## config.mk

```make
export PLATFORM = sky130hd
export DESIGN_NAME = lfu_cache_lru_tiebreak
export DESIGN_NICKNAME = d
export VERILOG_FILES = /design/src/hw/rtl/lfu_pkg.sv /design/src/hw/rtl/lfu_cache_lru_tiebreak.sv /design/src/hw/rtl/lfu_ctrl.sv /design/src/hw/rtl/lfu_dp.sv
export SDC_FILE = /design/constraint.sdc
export NUM_CORES = 2
export LEC_CHECK = 0
export BUFFER_PORTS_ARGS = -buffer_cell sky130_fd_sc_hd__buf_2
export CAP_MARGIN = 5
export CORE_UTILIZATION = 46
export CTS_BUF_LIST = sky130_fd_sc_hd__clkbuf_16
export CTS_CLUSTER_DIAMETER = 60
export DETAILED_ROUTE_END_ITERATION = 16
export PLACE_DENSITY_LB_ADDON = 0.3
export SYNTH_ARGS = -nofsm -noshare
export SYNTH_HDL_FRONTEND = slang
export SYNTH_HIERARCHICAL = 1
export SYNTH_SLANG_ARGS = --single-unit
export TNS_END_PERCENT = 5
```

## constraint.sdc

```tcl
create_clock -name clk -period 11.07 [get_ports clk]
set_clock_uncertainty 0.15 [all_clocks]
set_input_delay 0 -clock clk [delete_from_list [all_inputs] [get_ports clk]]
set_output_delay 0 -clock clk [all_outputs]
set_load 0.1 [all_outputs]
```

## src/hw/rtl/lfu_pkg.sv

```systemverilog
package lfu_pkg;

  localparam int DEPTH      = 16;
  localparam int COUNT_BITS = 16;
  localparam int KEY_W      = 32;
  localparam int CAP_W      = 5;
  localparam int IDX_W      = (DEPTH > 1) ? $clog2(DEPTH) : 1;
  localparam int OCC_W      = $clog2(DEPTH + 1);
  localparam logic [CAP_W-1:0]      CAP_RESET = CAP_W'(16);
  localparam logic [COUNT_BITS-1:0] CNT_MAX   = {COUNT_BITS{1'b1}};

  localparam logic OP_GET = 1'b0;
  localparam logic OP_PUT = 1'b1;

  typedef enum logic [2:0] {
    ST_IDLE,
    ST_SEARCH,
    ST_SCAN,
    ST_MOVE,
    ST_DONE
  } state_t;

  // controller to datapath
  typedef struct packed {
    logic load;
    logic step;
    logic take_hit;
    logic take_ins;
    logic scan_mode;
    logic scan_step;
    logic move;
    logic emit;
  } cmd_t;

  // datapath to controller
  typedef struct packed {
    logic srch_match;
    logic srch_end;
    logic do_ins;
    logic scan_end;
    logic out_free;
  } stat_t;

endpackage

```

## src/hw/rtl/lfu_cache_lru_tiebreak.sv

```systemverilog
// LFU key-value cache, ties broken toward the least recently touched entry.
// Input stream: one beat is a get or a put. in_tuser carries the opcode,
// in_tdata the key and the value. Output stream: one beat per input beat,
// in order, with hit and evicted flags in out_tuser and the read value and
// evicted key in out_tdata. cfg_valid/cfg_ready write the capacity limit;
// write it only while the cache is idle.
// Throughput: one item at a time. An item steps through the linear search
// over the ranked entries (up to DEPTH of them), the scan toward the front
// for its new rank (up to DEPTH - 1 entries), the move into that rank, and
// the result beat. A get miss, or a put with a zero capacity limit, skips
// the scan and the move. The block is ready for the next item in the cycle
// after the result is loaded. One read port into the ranked entry table
// makes the search and the scan go entry by entry.
// Reset empties the cache and sets the capacity limit to 16.
// If the receiver stalls, the result beat holds in the output register. The
// block still takes the next item and works it up to that register, then
// waits and takes no further item until the held beat has left.
module lfu_cache_lru_tiebreak (
  input  logic        clk,
  input  logic        rst_n,
  input  logic        in_tvalid,
  output logic        in_tready,
  input  logic [63:0] in_tdata,   // [31:0] lookup_key, [63:32] write_value
  input  logic [0:0]  in_tuser,   // [0] opcode
  output logic        out_tvalid,
  input  logic        out_tready,
  output logic [63:0] out_tdata,  // [31:0] read_value, [63:32] evicted_key
  output logic [1:0]  out_tuser,  // [0] hit, [1] evicted
  input  logic        cfg_valid,
  output logic        cfg_ready,
  input  logic [4:0]  cfg_data
);

  lfu_pkg::cmd_t  cmd;
  lfu_pkg::stat_t stat;

  assign cfg_ready = 1'b1;

  lfu_ctrl u_ctrl (
    .clk      (clk),
    .rst_n    (rst_n),
    .in_valid (in_tvalid),
    .in_ready (in_tready),
    .stat     (stat),
    .cmd      (cmd)
  );

  lfu_dp u_dp (
    .clk       (clk),
    .rst_n     (rst_n),
    .in_op     (in_tuser[0]),
    .in_key    (in_tdata[31:0]),
    .in_val    (in_tdata[63:32]),
    .cfg_we    (cfg_valid),
    .cfg_data  (cfg_data),
    .cmd       (cmd),
    .stat      (stat),
    .out_valid (out_tvalid),
    .out_ready (out_tready),
    .out_hit   (out_tuser[0]),
    .out_rd    (out_tdata[31:0]),
    .out_ev    (out_tuser[1]),
    .out_evk   (out_tdata[63:32])
  );

endmodule

```

## src/hw/rtl/lfu_ctrl.sv

```systemverilog
module lfu_ctrl (
  input  logic           clk,
  input  logic           rst_n,
  input  logic           in_valid,
  output logic           in_ready,
  input  lfu_pkg::stat_t stat,
  output lfu_pkg::cmd_t  cmd
);

  lfu_pkg::state_t state_r, state_nxt;

  always_ff @(posedge clk) begin
    if (!rst_n) begin
      state_r <= lfu_pkg::ST_IDLE;
    end else begin
      state_r <= state_nxt;
    end
  end

  always_comb begin
    state_nxt = state_r;
    case (state_r)
      lfu_pkg::ST_IDLE: begin
        if (in_valid) state_nxt = lfu_pkg::ST_SEARCH;
      end
      lfu_pkg::ST_SEARCH: begin
        if (stat.srch_match) begin
          state_nxt = lfu_pkg::ST_SCAN;
        end else if (stat.srch_end) begin
          state_nxt = stat.do_ins ? lfu_pkg::ST_SCAN : lfu_pkg::ST_DONE;
        end
      end
      lfu_pkg::ST_SCAN: begin
        if (stat.scan_end) state_nxt = lfu_pkg::ST_MOVE;
      end
      lfu_pkg::ST_MOVE: state_nxt = lfu_pkg::ST_DONE;
      lfu_pkg::ST_DONE: begin
        if (stat.out_free) state_nxt = lfu_pkg::ST_IDLE;
      end
      default: state_nxt = lfu_pkg::ST_IDLE;
    endcase
  end

  always_comb begin
    cmd      = '0;
    in_ready = 1'b0;
    case (state_r)
      lfu_pkg::ST_IDLE: begin
        in_ready = 1'b1;
        cmd.load = in_valid;
      end
      lfu_pkg::ST_SEARCH: begin
        if (stat.srch_match) begin
          cmd.take_hit = 1'b1;
        end else if (stat.srch_end) begin
          cmd.take_ins = stat.do_ins;
        end else begin
          cmd.step = 1'b1;
        end
      end
      lfu_pkg::ST_SCAN: begin
        cmd.scan_mode = 1'b1;
        cmd.scan_step = !stat.scan_end;
      end
      lfu_pkg::ST_MOVE: cmd.move = 1'b1;
      lfu_pkg::ST_DONE: cmd.emit = stat.out_free;
      default: cmd = '0;
    endcase
  end

endmodule

```

## src/hw/rtl/lfu_dp.sv

```systemverilog
module lfu_dp (
  input  logic                        clk,
  input  logic                        rst_n,
  input  logic                        in_op,
  input  logic [lfu_pkg::KEY_W-1:0]   in_key,
  input  logic [lfu_pkg::KEY_W-1:0]   in_val,
  input  logic                        cfg_we,
  input  logic [lfu_pkg::CAP_W-1:0]   cfg_data,
  input  lfu_pkg::cmd_t               cmd,
  output lfu_pkg::stat_t              stat,
  output logic                        out_valid,
  input  logic                        out_ready,
  output logic                        out_hit,
  output logic [lfu_pkg::KEY_W-1:0]   out_rd,
  output logic                        out_ev,
  output logic [lfu_pkg::KEY_W-1:0]   out_evk
);

  // entries held in rank order, position 0 ranks highest
  logic [lfu_pkg::KEY_W-1:0]      key_a [lfu_pkg::DEPTH];
  logic [lfu_pkg::KEY_W-1:0]      val_a [lfu_pkg::DEPTH];
  logic [lfu_pkg::COUNT_BITS-1:0] cnt_a [lfu_pkg::DEPTH];

  logic [lfu_pkg::OCC_W-1:0]      occ_r, idx_r, q_r, pos_r;
  logic [lfu_pkg::CAP_W-1:0]      cap_r;
  logic                           op_r, hit_r, ev_r, ins_r, ovld_r;
  logic [lfu_pkg::KEY_W-1:0]      key_r, val_r, tv_r, rd_r, evk_r, lastk_r;
  logic [lfu_pkg::COUNT_BITS-1:0] c_r;
  logic                           o_hit_r, o_ev_r;
  logic [lfu_pkg::KEY_W-1:0]      o_rd_r, o_evk_r;

  logic [lfu_pkg::OCC_W-1:0]      qm1, lim;
  logic [lfu_pkg::IDX_W-1:0]      rd_addr;
  logic [lfu_pkg::KEY_W-1:0]      rd_key, rd_val;
  logic [lfu_pkg::COUNT_BITS-1:0] rd_cnt, cnt_bump;
  logic                           evict;

  assign qm1     = q_r - 1'b1;
  assign rd_addr = cmd.scan_mode ? qm1[lfu_pkg::IDX_W-1:0] : idx_r[lfu_pkg::IDX_W-1:0];
  assign rd_key  = key_a[rd_addr];
  assign rd_val  = val_a[rd_addr];
  assign rd_cnt  = cnt_a[rd_addr];
  assign cnt_bump = (rd_cnt == lfu_pkg::CNT_MAX) ? rd_cnt : rd_cnt + 1'b1;

  assign lim   = (32'(cap_r) > lfu_pkg::DEPTH) ? lfu_pkg::OCC_W'(lfu_pkg::DEPTH)
                                                : lfu_pkg::OCC_W'(cap_r);
  assign evict = (occ_r >= lim);

  assign stat.srch_match = (idx_r < occ_r) && (rd_key == key_r);
  assign stat.srch_end   = (idx_r == occ_r);
  assign stat.do_ins     = (op_r == lfu_pkg::OP_PUT) && (lim != '0);
  assign stat.scan_end   = (q_r == '0) || (rd_cnt > c_r);
  assign stat.out_free   = !ovld_r || out_ready;

  always_ff @(posedge clk) begin
    if (!rst_n) begin
      occ_r  <= '0;
      cap_r  <= lfu_pkg::CAP_RESET;
      ovld_r <= 1'b0;
    end else begin
      if (cfg_we) cap_r <= cfg_data;
      if (cmd.take_ins && evict) begin
        occ_r <= occ_r - 1'b1;
      end else if (cmd.move && ins_r) begin
        occ_r <= occ_r + 1'b1;
      end
      if (cmd.emit) begin
        ovld_r <= 1'b1;
      end else if (out_ready) begin
        ovld_r <= 1'b0;
      end
    end
  end

  always_ff @(posedge clk) begin
    if (cmd.load) begin
      op_r  <= in_op;
      key_r <= in_key;
      val_r <= in_val;
      idx_r <= '0;
      hit_r <= 1'b0;
      ev_r  <= 1'b0;
      ins_r <= 1'b0;
      rd_r  <= '0;
      evk_r <= '0;
    end
    if (cmd.step) begin
      idx_r   <= idx_r + 1'b1;
      lastk_r <= rd_key;
    end
    if (cmd.take_hit) begin
      hit_r <= 1'b1;
      pos_r <= idx_r;
      q_r   <= idx_r;
      c_r   <= cnt_bump;
      tv_r  <= (op_r == lfu_pkg::OP_PUT) ? val_r : rd_val;
      rd_r  <= (op_r == lfu_pkg::OP_PUT) ? '0 : rd_val;
    end
    if (cmd.take_ins) begin
      ins_r <= 1'b1;
      tv_r  <= val_r;
      c_r   <= lfu_pkg::COUNT_BITS'(1);
      // drop the lowest-ranked entry and reuse its position
      if (evict) begin
        ev_r  <= 1'b1;
        evk_r <= lastk_r;
        pos_r <= occ_r - 1'b1;
        q_r   <= occ_r - 1'b1;
      end else begin
        pos_r <= occ_r;
        q_r   <= occ_r;
      end
    end
    if (cmd.scan_step) q_r <= qm1;
    if (cmd.emit) begin
      o_hit_r <= hit_r;
      o_rd_r  <= rd_r;
      o_ev_r  <= ev_r;
      o_evk_r <= evk_r;
    end
  end

  // shift the run between the new rank and the old one down by one
  always_ff @(posedge clk) begin
    if (cmd.move) begin
      for (int i = 0; i < lfu_pkg::DEPTH; i++) begin
        if (lfu_pkg::OCC_W'(i) == q_r) begin
          key_a[i] <= key_r;
          val_a[i] <= tv_r;
          cnt_a[i] <= c_r;
        end else if (i > 0 && lfu_pkg::OCC_W'(i) > q_r && lfu_pkg::OCC_W'(i) <= pos_r) begin
          key_a[i] <= key_a[(i > 0) ? i - 1 : 0];
          val_a[i] <= val_a[(i > 0) ? i - 1 : 0];
          cnt_a[i] <= cnt_a[(i > 0) ? i - 1 : 0];
        end
      end
    end
  end

  assign out_valid = ovld_r;
  assign out_hit   = o_hit_r;
  assign out_rd    = o_rd_r;
  assign out_ev    = o_ev_r;
  assign out_evk   = o_evk_r;

endmodule

```

==> results.md <==
- CTS tree: built
- First-pass GRT wire length: roughly 350 mm
- Hold Path Class: primary input to flop
- Via/cell ratio: about 6.3
- Clock Power Share: 33.2%
- Area leader, netlist: edfxtp_1
- WP data required: 11.43 ns
- Asr flop ratio synth: 0%
- Core area: 0.166 sq mm
- CTS Buf Count: between 150 and 200
- Post-placement cell area: roughly 0.08 sq mm
- #FFs+latches synth: 1587
- Final Hold Viols: 0
- Top post-synthesis cells by area: edfxtp_1 59%, mux2_2 16%, nand2_1 5.8%
- Share of cells above drive strength 1: between 20% and 30%
- Sequential cell area fraction in the yosys report: 61.0%
- Slew headroom: 13.7%
- Maximum VDD drop: 141 uV
- Die X: 411 um
- CP arrival: 9.04 ns
- Clk root buf: clkbuf_16
- Die Y: 411 um
- Initial antenna violation count: 4
- Slew @ Worst Pin: 1.29 ns
- Pin count of the biggest net entering global routing: 208
- Post-Route WL: approximately 240 mm
- Pre-Repair DR Iteration Count: 6
- Clock sink total: 1587
- Post-route minimum period: around 8.7 ns
- Tot Pwr: about 17000 uW
- Post-detailed-route wirelength per cell: around 29 um
- DRC Markers: 0
- GRT overflow: 0
- Port bufs: 142
- Worst-Skew Late Latency: between 0.8 and 0.9 ns
- Initial Util: 46.5%
- H-tree lvl count: 4
- Vias in the first global route: 51.2k
- Cell Pwr Density: 200 mW/mm^2
- Sw Share: 32.9%
- Final worst-path cycle share: about 78%
- Syn_nets: 6119
- RSZ-0062 raised after global routing: false
- Clk slew on worst S/H paths: 0.06 ns
- Combinational Power Share: 25.7%
- Final slew viol count: 0
- Switch Pwr: 5730 uW
- Int Pwr: 11700 uW
- Synth Warn #: 6
- DIE AREA: 0.169 sq mm
- Post-route ant nets: 0
- Leakage power: 0.0305 uW
- Clock Tree Buf Depth: 3
- CP Capture Type: flop
- CP Class: flop to flop
- Achievable Freq: 0.115 GHz
- Worst setup SP type: flop
- Vias post-DR: 53.1k
- Fin nets: 6180
- Outcome: completed
- Mapped Cells: approximately 6k
- Fillers: 14.0k
- Reg2Reg Setup Slack: about 2.4 ns
- Hpwl dp: 124 mm
- Max FO, Critical Path: around 150
- Sequential share of power: just over 40%
- I/O pin count: 144
- Gpl congestion: 0.881
- Postcts setup bufs: 0
- # resized after CTS: 0
- Number of library cell types mapped by synthesis: 76
- # rows: 149
- Main flop type after synthesis: edfxtp_1
- Avg Synthesized Cell Area: 12.8 sq um
- Synth top area share: 59.3%
- Setup TNS: 0 ns
- Design area: roughly 0.087 sq mm
- Area of the mapped netlist: 0.0771 sq mm
- Initial DRC Count: 6504
- EDFF count, synth: 1522
- Global-route usage over all layers: 28.1%
- Syn-to-layout area delta: 12.7%
- Max-cap violations: 0
- Final setup viols: 0
==> repair_timing <==
item / CTS / global route
hold buffers: 156 / 0
hold endpoints to repair: 153 / 0
setup endpoints to repair: 0 / 0
==> layout make-up <==
class / instances / area (sq um) / share of cell area [%]
flip-flops and latches: 1587 / 47000 / 54.1
diodes: 4 / 10.0 / 0.0115
repair buffers: 402 / 3220 / 3.70
well taps: 2189 / 2740 / 3.15
inverters: 47 / 176 / 0.203
multi-input cells: 3857 / 28100 / 32.3
clock inverters: 140 / 1120 / 1.29
clock buffers: 179 / 4480 / 5.16
==> path summary, 6_finish.rpt <==
path                          start                 to  cells past startpoint
setup / recovery  u_ctrl/state_r[1]       u_dp/tv_r[9]                     19
hold / removal            in_tvalid  u_ctrl/state_r[0]                      5
setup reg to reg  u_ctrl/state_r[1]       u_dp/tv_r[9]                     19
hold reg to reg        u_dp/rd_r[9]     u_dp/out_rd[9]                      0
==> synth_stat cells, types with 46 or more instances <==
library cell / number
o21ai_0: 139
a211oi_1: 132
buf_2: 84
a311oi_1: 176
mux2_2: 1128
mux2i_1: 77
a31oi_1: 74
dfxtp_1: 65
nor2_1: 77
and3_1: 179
clkbuf_1: 365
edfxtp_1: 1522
nand3_1: 315
a21o_1: 46
nand2_1: 1181
==> cells in the final DEF, fill, tap and decap left out, types with 9 or more instances in the layout <==
cell type,n
o21ai_0,137
nand3_1,313
nor2b_1,11
o22ai_1,9
buf_12,13
nor3_1,14
o21ai_1,12
dlygate4sd3_1,156
a21o_1,44
a211oi_1,132
inv_1,83
buf_2,142
xor2_1,28
a31oi_1,72
and3_1,179
dfxtp_1,65
clkbuf_16,179
ha_1,35
bufinv_16,15
a21oi_1,34
buf_4,91
nor2_1,72
xnor2_1,18
and2_1,10
edfxtp_1,1522
nand2_1,1173
nand4_1,24
nor4_1,12
mux2i_1,76
mux2_2,1127
a311oi_1,176
clkinv_2,25
clkinv_1,38
==> registers in the layout, summed over array words and instances (netlist names), 3 cells and up <==
signal,count
u_dp/pos_r,5
u_dp/occ_r,5
u_dp/lastk_r,32
u_dp/val_a,512
u_dp/out_evk,32
u_dp/cap_r,5
u_dp/c_r,16
u_dp/key_a,512
u_dp/out_rd,32
u_dp/idx_r,5
u_ctrl/state_r,3
u_dp/cnt_a,256
u_dp/key_r,32
u_dp/evk_r,32
u_dp/rd_r,32
u_dp/tv_r,32
u_dp/val_r,32
u_dp/q_r,5
==> routing by layer <==
metal	track usage, %	routed length (um)	vias to the layer above
met3	5.82	25200	451
met5	0	28	-
met2	43.9	111000	2938
li1	-	-	22700
met1	39.2	98500	27000
met4	8.61	6720	4
==> stage by stage <==
step	setup WS [ns]	hold WS, ns	util, %	instances
finish	2.39	0.0974	52.5	8405
detailed placement	2.73	0.0281	48.1	7926
global placement	2.78	0.0270	48.1	7926
global route	2.36	0.0977	52.4	8401
CTS	2.66	0.0416	52.4	8401
floorplan	0.0608	-0.0511	-	6009
==> critical path: stages (launching register included) <==
cell and delay (ns):
dfxtp_1 0.56, inv_2 0.12, nor3_2 0.19, buf_4 0.31
nand2b_4 0.42, nand2_8 0.58, buf_12 0.54, a211oi_1 0.21
a311oi_1 0.37, a31oi_1 0.06, o21ai_0 0.56, xor2_1 0.25
nor4_1 0.35, nand4_1 0.31, nor3_1 1.01, and2_1 0.25
buf_4 0.29, nor2_1 0.15, inv_2 0.75, buf_4 0.40
==> power by group through the flow <==
stage                     logic [uW]  registers, uW  clock network, uW
after CTS                       4370           7130               5850
after global routing            4760           7160               6060
after floorplan                 3090           7110                  0
after detailed placement        4310           7260                  0
final                           4470           7150               5780
after global placement          4260           7260                  0
==> kinds of logic after synthesis <==
| family | synth area share, % |
|---|---|
| XOR/XNOR | 0.523 |
| AND/OR/NAND/NOR | 10.7 |
| flip-flops | 61.0 |
| adder cells (fa/ha/maj) | 0.568 |
| buffers and inverters | 3.12 |
| AO/OA/AOI/OAI | 6.44 |
| other | 0.00487 |
| multiplexers | 17.6 |
Power figures use the tool's default switching activity.
